## src/design/dpat_pkg.sv

```systemverilog
// shared types and constants of the demand paged address translator
// no dependencies
`timescale 1ns / 1ps

package dpat_pkg;

  localparam int ADDR_W         = 32;
  localparam int SPACE_ID_W     = 4;
  localparam int PAGE_BITS_DEF  = 12;
  localparam int MAX_PAGES_DEF  = 1024;
  localparam int SPACE_BITS_DEF = 4;

  localparam logic KIND_FWD = 1'b0;
  localparam logic KIND_REV = 1'b1;

  typedef enum logic [2:0] {
    ST_IDLE,
    ST_SCAN,
    ST_REV_RD,
    ST_REV_DATA,
    ST_DONE
  } state_t;

  typedef struct packed {
    logic req_load;
    logic scan_issue;
    logic rev_issue;
    logic fwd_hit;
    logic fwd_miss;
    logic rev_load;
    logic out_load;
  } cmd_t;

  typedef struct packed {
    logic issue_ok;
    logic cmp_valid;
    logic cmp_match;
    logic out_free;
  } sts_t;

endpackage

```

## src/design/dpat_ctrl.sv

```systemverilog
// control state machine of the address translator
// depends on dpat_pkg; drives commands into dpat_dpath
`timescale 1ns / 1ps

module dpat_ctrl (
  input  logic           clk,
  input  logic           rst_n,
  input  logic           in_valid,
  input  logic           in_kind,
  output logic           in_ready,
  input  dpat_pkg::sts_t sts,
  output dpat_pkg::cmd_t cmd
);

  dpat_pkg::state_t state_r;
  dpat_pkg::state_t state_nxt;

  always_ff @(posedge clk) begin
    if (!rst_n) begin
      state_r <= dpat_pkg::ST_IDLE;
    end else begin
      state_r <= state_nxt;
    end
  end

  always_comb begin
    state_nxt = state_r;
    case (state_r)
      dpat_pkg::ST_IDLE: begin
        if (in_valid) begin
          state_nxt = (in_kind == dpat_pkg::KIND_REV) ? dpat_pkg::ST_REV_RD
                                                      : dpat_pkg::ST_SCAN;
        end
      end
      dpat_pkg::ST_SCAN: begin
        if (sts.cmp_valid && sts.cmp_match) begin
          state_nxt = dpat_pkg::ST_DONE;
        end else if (!sts.issue_ok && !sts.cmp_valid) begin
          state_nxt = dpat_pkg::ST_DONE;
        end
      end
      dpat_pkg::ST_REV_RD:   state_nxt = dpat_pkg::ST_REV_DATA;
      dpat_pkg::ST_REV_DATA: state_nxt = dpat_pkg::ST_DONE;
      dpat_pkg::ST_DONE: begin
        if (sts.out_free) begin
          state_nxt = dpat_pkg::ST_IDLE;
        end
      end
      default: state_nxt = dpat_pkg::ST_IDLE;
    endcase
  end

  always_comb begin
    cmd      = '0;
    in_ready = 1'b0;
    case (state_r)
      dpat_pkg::ST_IDLE: begin
        in_ready     = rst_n;
        cmd.req_load = in_valid && rst_n;
      end
      dpat_pkg::ST_SCAN: begin
        if (sts.cmp_valid && sts.cmp_match) begin
          cmd.fwd_hit = 1'b1;
        end else if (!sts.issue_ok && !sts.cmp_valid) begin
          cmd.fwd_miss = 1'b1;
        end else begin
          cmd.scan_issue = sts.issue_ok;
        end
      end
      dpat_pkg::ST_REV_RD:   cmd.rev_issue = 1'b1;
      dpat_pkg::ST_REV_DATA: cmd.rev_load = 1'b1;
      dpat_pkg::ST_DONE:     cmd.out_load = sts.out_free;
      default: begin
        cmd      = '0;
        in_ready = 1'b0;
      end
    endcase
  end

endmodule

```

## config.mk

```make
export PLATFORM = sky130hd
export DESIGN_NAME = dpat_ctrl
export DESIGN_NICKNAME = d
export VERILOG_FILES = /design/src/design/dpat_pkg.sv /design/src/design/dpat_ctrl.sv
export SDC_FILE = /design/constraint.sdc
export NUM_CORES = 1
export LEC_CHECK = 0
export ABC_CLOCK_PERIOD_IN_PS = 3500
export BUFFER_PORTS_ARGS = -buffer_cell sky130_fd_sc_hd__buf_2
export CORE_AREA = 3 3 40 42
export CTS_BUF_LIST = sky130_fd_sc_hd__clkbuf_8 sky130_fd_sc_hd__clkbuf_16
export DETAILED_ROUTE_END_ITERATION = 16
export DIE_AREA = 0 0 43 45
export GPL_TIMING_DRIVEN = 1
export MAX_ROUTING_LAYER = met4
export PLACE_DENSITY = 0.38
export RECOVER_POWER = 50
export SYNTH_ARGS = -nofsm -noshare
export SYNTH_HDL_FRONTEND = slang
export SYNTH_SLANG_ARGS = --single-unit
export TNS_END_PERCENT = 1
```

## constraint.sdc

```tcl
create_clock -name clk -period 3.5 [get_ports clk]
set_input_delay 0 -clock clk [delete_from_list [all_inputs] [get_ports clk]]
set_output_delay 0 -clock clk [all_outputs]
set_load 0.005 [all_outputs]
```

Word-level counts from Yosys, hierarchy flattened
Cells that the tools add are included.
{"block": "word_totals", "regBits": 3, "latchBits": 0, "mem_bits_rw": 0, "rom_bits": 0, "inputBits": 8, "output_inout_bits": 8, "wordCells": 33, "n_memories": 0}
{"block": "classes", "add_sub_neg": 0, "multipliers": 0, "div_mod_pow": 0, "order_cmp": 0, "n_eq_ne": 7, "n_shift": 0, "mux": 18, "n_bitwise": 0, "reduce_logical": 7}
{"cell": "$pmux 3 s5", "n": 1}
{"cell": "$mux 3", "n": 4}
{"cell": "$mux 1", "n": 11}
{"cell": "$eq 3x2->1 const B", "n": 2}
{"cell": "$mux 2", "n": 2}
{"cell": "$ne 2x2->1 const B", "n": 2}
{"cell": "$eq 3x1->1 const B", "n": 1}
{"cell": "$eq 3x3->1 const B", "n": 1}
{"cell": "$logic_and 1x1->1", "n": 3}
{"cell": "$logic_not 3->1", "n": 1}
{"cell": "$ne 3x3->1 const B", "n": 1}
{"cell": "$reduce_and 3->1", "n": 1}
{"cell": "$logic_not 1->1", "n": 2}

Longest topological paths before layout
Gate-level depths: netlist of the first run.
{"block": "depth", "word_depth": 5, "depth_mapped": 4, "depth_no_buf": 3}

Worst setup path after synthesis of the first run
Ideal clock, no wire load.
{"block": "synth_timing", "path_kind": "flip-flop to flip-flop", "start": "register state_r[1]", "end": "register state_r[2]", "setup_time_ns": 0.060, "arrival_ns": 1.092, "t_required_ns": 3.440, "path_slack_ns": 2.348, "path_stages_with_launch": 5, "n_path_buf": 1, "synth_period_minus_slack_ns": 1.152, "path_cell_list": "dfxtp_1 -> buf_6 -> or4b_1 -> o21ai_1 -> and3_1"}
{"block": "synth_via", "elab_chain_len": 3, "word_cells_on_any_way": 10, "cone_classes": "7 x eq/ne; 1 x mux; 2 x reduce/logical"}
{"item": "from (decl)", "line": "dpat_ctrl.sv:15", "source": "dpat_pkg::state_t state_r;"}
{"item": "from (signal assigned)", "line": "dpat_ctrl.sv:20", "source": "state_r <= dpat_pkg::ST_IDLE;"}
{"item": "from (signal assigned)", "line": "dpat_ctrl.sv:22", "source": "state_r <= state_nxt;"}
{"item": "$eq 3x1->1, or another cell as far along", "line": "dpat_ctrl.sv:28", "source": "case (state_r)"}
{"item": "$ne 3x3->1 (no source line) / $ne 2x2->1 (equally long branches)"}
{"item": "$reduce_and 3->1 (no source line)"}
Parallel ways exist; a longest one is shown, timed or not.
A chain may end at the register's enable or synchronous reset.

==> metrics, run 1 <==
status finished clean; startpoint types flop; drt pass-1 iters 2; RSZ-0062 raised after global routing false; CTS sink cnt 3; largest net degree at the start of global routing 11; Detail Route Antenna Nets 0; Final Hold Vio Count 0; Final Net Count 55; Post-synth top cells nor2_1 (4), dfxtp_1 (3), nor3b_1 (3); endpoints failing setup 0; Worst Setup SP state_r[0]$_SDFFE_PN0P_; CTS buffer count 3; Tot GR Track Use 7.63%; sequential-to-total area share from yosys stat 27.3%; Inst Count DP 57; clock root cell clkbuf_8; # DRC 0; final worst-path cycle share 37.8%; required time worst endpoint 3.50 ns; number of flip-flops in the largest register 3; Yosys warning count 0; worst clock skew 0.000242 ns; Fillers 142; initial cell density of the core 17.1%; syn nets 36; worst path cell trace inv_1 > or3_1 > nor3_1 > buf_2; Synth async-reset ratio 0%; Die H 45 um; Max Clock Freq 756 MHz; ys flop type dfxtp_1; pin slew with the least headroom to its limit 0.284 ns; dpl ws 2.30 ns; first-pass GRT wire length 1010 um; worst vdd ir 0.130 mV; gpl congestion 0.702; Die W 43 um; min cycle time layout 1.32 ns; reg2reg path depth 3; Yosys top cell area share 27.3%; Power Density 491 nW/um^2; grt total ovfl 0; CP endpoint kind output port; Final WS setup 2.18 ns; biggest regs state_r x3; CTS resizes 0; DR vias/cell 4.15; count leader, synth nor2_1; Post-Layout Cell Count 61; crit-path max cell delay 0.40 ns; register bit total from synthesis 3; TritonCTS clock tree done; CP arrival 1.32 ns; Mean Syn Cell Area 7.86 um^2; min-delay worst type input pin to flop; number of flops mapped to enable cells by yosys 0; r2r endpoint state_r[2]$_SDFFE_PN0P_; Leakage Power 0.166 nW; H-tree lvl count 1; ANT cells 0; First DRT Iteration DRCs 3; DR WL/cell 9.56 um; Area Overhead vs Synth 56.8%; worst hold margin 0.0483 ns; vias in the first global route 239; top-level port count 16; worst hold start in_kind; clk_lat worst skew 0.21 ns; MaxCap Viol Count 0; Max Slew Vio Count 0; Reg2Reg Launch Point state_r[1]$_SDFFE_PN0P_; hold path depth 3; # rows 13; Post-Route WL 583 um; crit path kind flop to output port; CP max FO 5; layout cell share with drive strength beyond 1 39.1%; Slew headroom 81.0%; largest cells by area after synthesis dfxtp_1 (27%), nor3b_1 (10%), nor2_1 (6.8%); largest area contributor in the netlist dfxtp_1; TNS Setup 0 ns; via count 253; hpwl dp 466 um; initial antenna violation count 0; Port-buffer cells 15; Worst-path clk slew 0.03 ns; Worst path slowest cell or3_1; Endpoint, Worst Hold state_r[1]$_SDFFE_PN0P_; CTS Buffer Depth 2; Gate Count Post-Synth 28; Setup Fix Bufs, Post-CTS 0; Reg with most FFs state_r; R2R setup slack 2.31 ns; library cells used by synthesis 19; mapped cell area 220 um^2; hold buffer count at CTS 0; Die Area 1940 um^2; Placeable Area 1280 um^2
report_power, final:
part	internal (mW)	total (mW)	leakage (nW)	switching, mW
clock network	0.0745	0.0953	0.0269	0.0209
registers	0.0380	0.0437	0.0246	0.00569
logic	0.0165	0.0305	0.114	0.0140
placed cells by master, fill, tap and decap left out, drive strengths merged:
| master | n |
|---|---|
| and2 | 1 |
| nor2 | 4 |
| and3 | 2 |
| nand2 | 2 |
| dfxtp | 3 |
| nor3b | 3 |
| or3 | 1 |
| o211ai | 1 |
| and4bb | 1 |
| mux2 | 1 |
| a21oi | 1 |
| inv | 2 |
| clkbuf | 6 |
| nor2b | 1 |
| a21boi | 1 |
| nor3 | 1 |
| buf | 12 |
| or4b | 1 |
| o21ai | 2 |
kinds of logic after synthesis:
group | synth area share [%]
buf+inv | 6.82
mux | 5.11
compound gates | 13.6
simple gates | 47.2
flops | 27.3
cell type report:
type	instances	area [um^2]	share of cell area [%]
Tap cell	15	18.8	5.43
Sequential cell	3	60.1	17.4
Clock buffer	3	41.3	12.0
Multi-Input combinational cell	23	145	42.0
Clock inverter	1	3.75	1.09
Inverter	1	3.75	1.09
Timing Repair Buffer	15	72.6	21.0
critical path, delay by kind of cell (launching register included):
family	cells	cell delay, ns
buf+inv	2	0.23
flops	1	0.36
simple gates	2	0.53
worst max path at each step:
| stage | end | slack, ns | cells past startpoint |
|---|---|---|---|
| finish | cmd[2] | 2.18 | 4 |
| global route | cmd[2] | 2.07 | 4 |
| CTS | cmd[2] | 2.16 | 4 |
| detailed placement | state_r[2]$_SDFFE_PN0P_ | 2.30 | 3 |
| global placement | state_r[2]$_SDFFE_PN0P_ | 2.32 | 3 |
| floorplan | state_r[2]$_SDFFE_PN0P_ | 2.35 | 4 |
metal layers:
layer | track usage, % | vias to the layer above | wire length [um]
li1 | - | 137 | -
met1 | 8.17 | 105 | 275
met2 | 10.5 | 11 | 257
met3 | 3.19 | 0 | 51
met4 | 7.23 | 0 | 0
met5 | - | - | 0
stage by stage:
step	total power [mW]	util, %	area [um^2]
after global routing	0.184	26.9	345
final	0.170	26.9	345
after CTS	0.173	27.1	348
after floorplan	0.0628	-	220
after detailed placement	0.0754	23.6	303
after global placement	0.0763	23.6	303
(Power assumes the default switching activity.)
==> run 2: changes to the inputs <==
--- a/config.mk
+++ b/config.mk
@@ -5,7 +5,7 @@
 export SDC_FILE = /design/constraint.sdc
 export NUM_CORES = 1
 export LEC_CHECK = 0
-export ABC_CLOCK_PERIOD_IN_PS = 3500
+export ABC_CLOCK_PERIOD_IN_PS = 1300
 export BUFFER_PORTS_ARGS = -buffer_cell sky130_fd_sc_hd__buf_2
 export CORE_AREA = 3 3 40 42
 export CTS_BUF_LIST = sky130_fd_sc_hd__clkbuf_8 sky130_fd_sc_hd__clkbuf_16
==> constraint.sdc (replaced) <==
create_clock -name clk -period 1.3 [get_ports clk]
set_input_delay 0 -clock clk [delete_from_list [all_inputs] [get_ports clk]]
set_output_delay 0 -clock clk [all_outputs]
set_load 0.005 [all_outputs]
==> run 2 against run 1 <==
Critical endpoint unchanged; critical path type unchanged; clock skew is 0.0020 ns higher; sequential share of layout area grew 0.23 points; count of clock-buffer cells in the layout is the same; core utilization increased by 0.19 points.
==> metrics, run 2 (same netlist as run 1, synthesis figures left out) <==
Fillers 142; largest net degree at the start of global routing 11; Area Overhead vs Synth 58.0%; biggest regs state_r x3; first-pass GRT wire length 972 um; H-tree lvl count 1; Final Net Count 55; CP endpoint kind output port; grt total ovfl 0; startpoint types flop; drt pass-1 iters 2; Max Clock Freq 784 MHz; min-delay worst type input pin to flop; CTS buffer count 3; crit-path max cell delay 0.40 ns; Post-Route WL 589 um; layout cell share with drive strength beyond 1 43.5%; # rows 13; DR WL/cell 9.66 um; top-level port count 16; initial antenna violation count 0; Slew headroom 80.4%; Worst-path clk slew 0.03 ns; endpoints failing setup 0; Die Area 1940 um^2; TritonCTS clock tree done; worst path cell trace inv_1 > or3_1 > nor3_1 > buf_2; cell family with most CP delay simple AND/OR/NAND/NOR gates; Power Density 1320 nW/um^2; Final WS setup 0.0243 ns; clk_lat worst skew 0.21 ns; dpl ws 0.123 ns; commonest non-fill, non-tap cell in the layout buf_2; Tot GR Track Use 7.11%; CTS Buffer Depth 2; worst vdd ir 0.364 mV; Reg with most FFs state_r; MaxCap Viol Count 0; via count 255; CP arrival 1.28 ns; Detail Route Antenna Nets 0; required time worst endpoint 1.30 ns; Setup Fix Bufs, Post-CTS 0; # DRC 0; Final Hold Vio Count 0; Die W 43 um; CP max FO 5; initial cell density of the core 17.1%; clock root cell clkbuf_8; CTS sink cnt 3; First DRT Iteration DRCs 4; DR vias/cell 4.18; Placeable Area 1280 um^2; min cycle time layout 1.28 ns; hpwl dp 465 um; Max Slew Vio Count 0; RSZ-0062 raised after global routing true; pin slew with the least headroom to its limit 0.293 ns; worst clock skew 0.00221 ns; Die H 45 um; Port-buffer cells 15; final worst-path cycle share 98.1%; status finished clean; Worst path slowest cell or3_1; TNS Setup 0 ns; crit path kind flop to output port; hold buffer count at CTS 0; vias in the first global route 232; ANT cells 0; Leakage Power 0.171 nW; number of flip-flops in the largest register 3; Crit path buffers/inverters 2; commonest non-fill, non-tap cells in the layout buf_2 (14), nor2_1 (4), nor3b_1 (3), clkbuf_8 (3); gpl congestion 0.702
==> run 2: changes by cell type in the layout (fill, tap and decap cells not counted) <==
cell,before,now
clkbuf_1,2,1
dfxtp_2,0,1
dfxtp_1,3,2
buf_2,12,14
clkbuf_2,1,0
==> run 2: path summary, 6_finish.rpt <==
path | cells past startpoint | from | slack, ns | to
max | 4 | state_r[0]$_SDFFE_PN0P_ | 0.02 | cmd[2]
min reg2reg | 3 | state_r[0]$_SDFFE_PN0P_ | 0.61 | state_r[0]$_SDFFE_PN0P_
min | 3 | in_kind | 0.03 | state_r[1]$_SDFFE_PN0P_
max reg2reg | 3 | state_r[1]$_SDFFE_PN0P_ | 0.11 | state_r[2]$_SDFFE_PN0P_
==> run 2: power breakdown <==
group	switching, mW	internal [mW]
logic	0.0377	0.0448
clock network	0.0582	0.201
registers	0.0156	0.103
==> run 2: layout make-up <==
cell class              instances  area (um^2)  share of cell area (%)
inverters                       1         3.75                    1.08
flip-flops and latches          3         61.3                    17.6
clock buffers                   3         41.3                    11.9
clock inverters                 1         3.75                    1.08
multi-input cells              23          145                    41.7
repair buffers                 15         73.8                    21.2
well taps                      15         18.8                    5.40
==> run 2: routing by layer <==
layer / vias to the layer above / global-route usage (%) / part of all wire (%)
li1: 137 / - / -
met1: 109 / 7.91 / 49
met2: 9 / 10.2 / 43
met3: 0 / 2.79 / 7.5
met4: 0 / 5.42 / 0
met5: - / - / 0
==> run 2: metrics by stage <==
| stage | total power, mW | utilization [%] | instances | hold WS, ns | instance area [um^2] |
|---|---|---|---|---|---|
| floorplan | 0.169 | - | 28 | 0.0342 | 220 |
| global placement | 0.205 | 23.6 | 57 | 0.255 | 303 |
| detailed placement | 0.202 | 23.6 | 57 | 0.256 | 303 |
| CTS | 0.468 | 27.2 | 61 | 0.0374 | 349 |
| global route | 0.494 | 27.1 | 61 | 0.0573 | 348 |
| finish | 0.460 | 27.1 | 61 | 0.0346 | 348 |
==> run 2: timing repair <==
item / in CTS / in global routing
gates resized for setup: 1 / 0
endpoints found under the hold margin: 0 / 0
setup endpoints to repair: 1 / 3
==> run 2: worst reg2reg max path: cells and delay by family, from the launching register on <==
| kind | cells | cell delay (ns) |
|---|---|---|
| AND/OR/NAND/NOR | 2 | 0.67 |
| flip-flops | 1 | 0.38 |
| AO/OA/AOI/OAI | 1 | 0.08 |
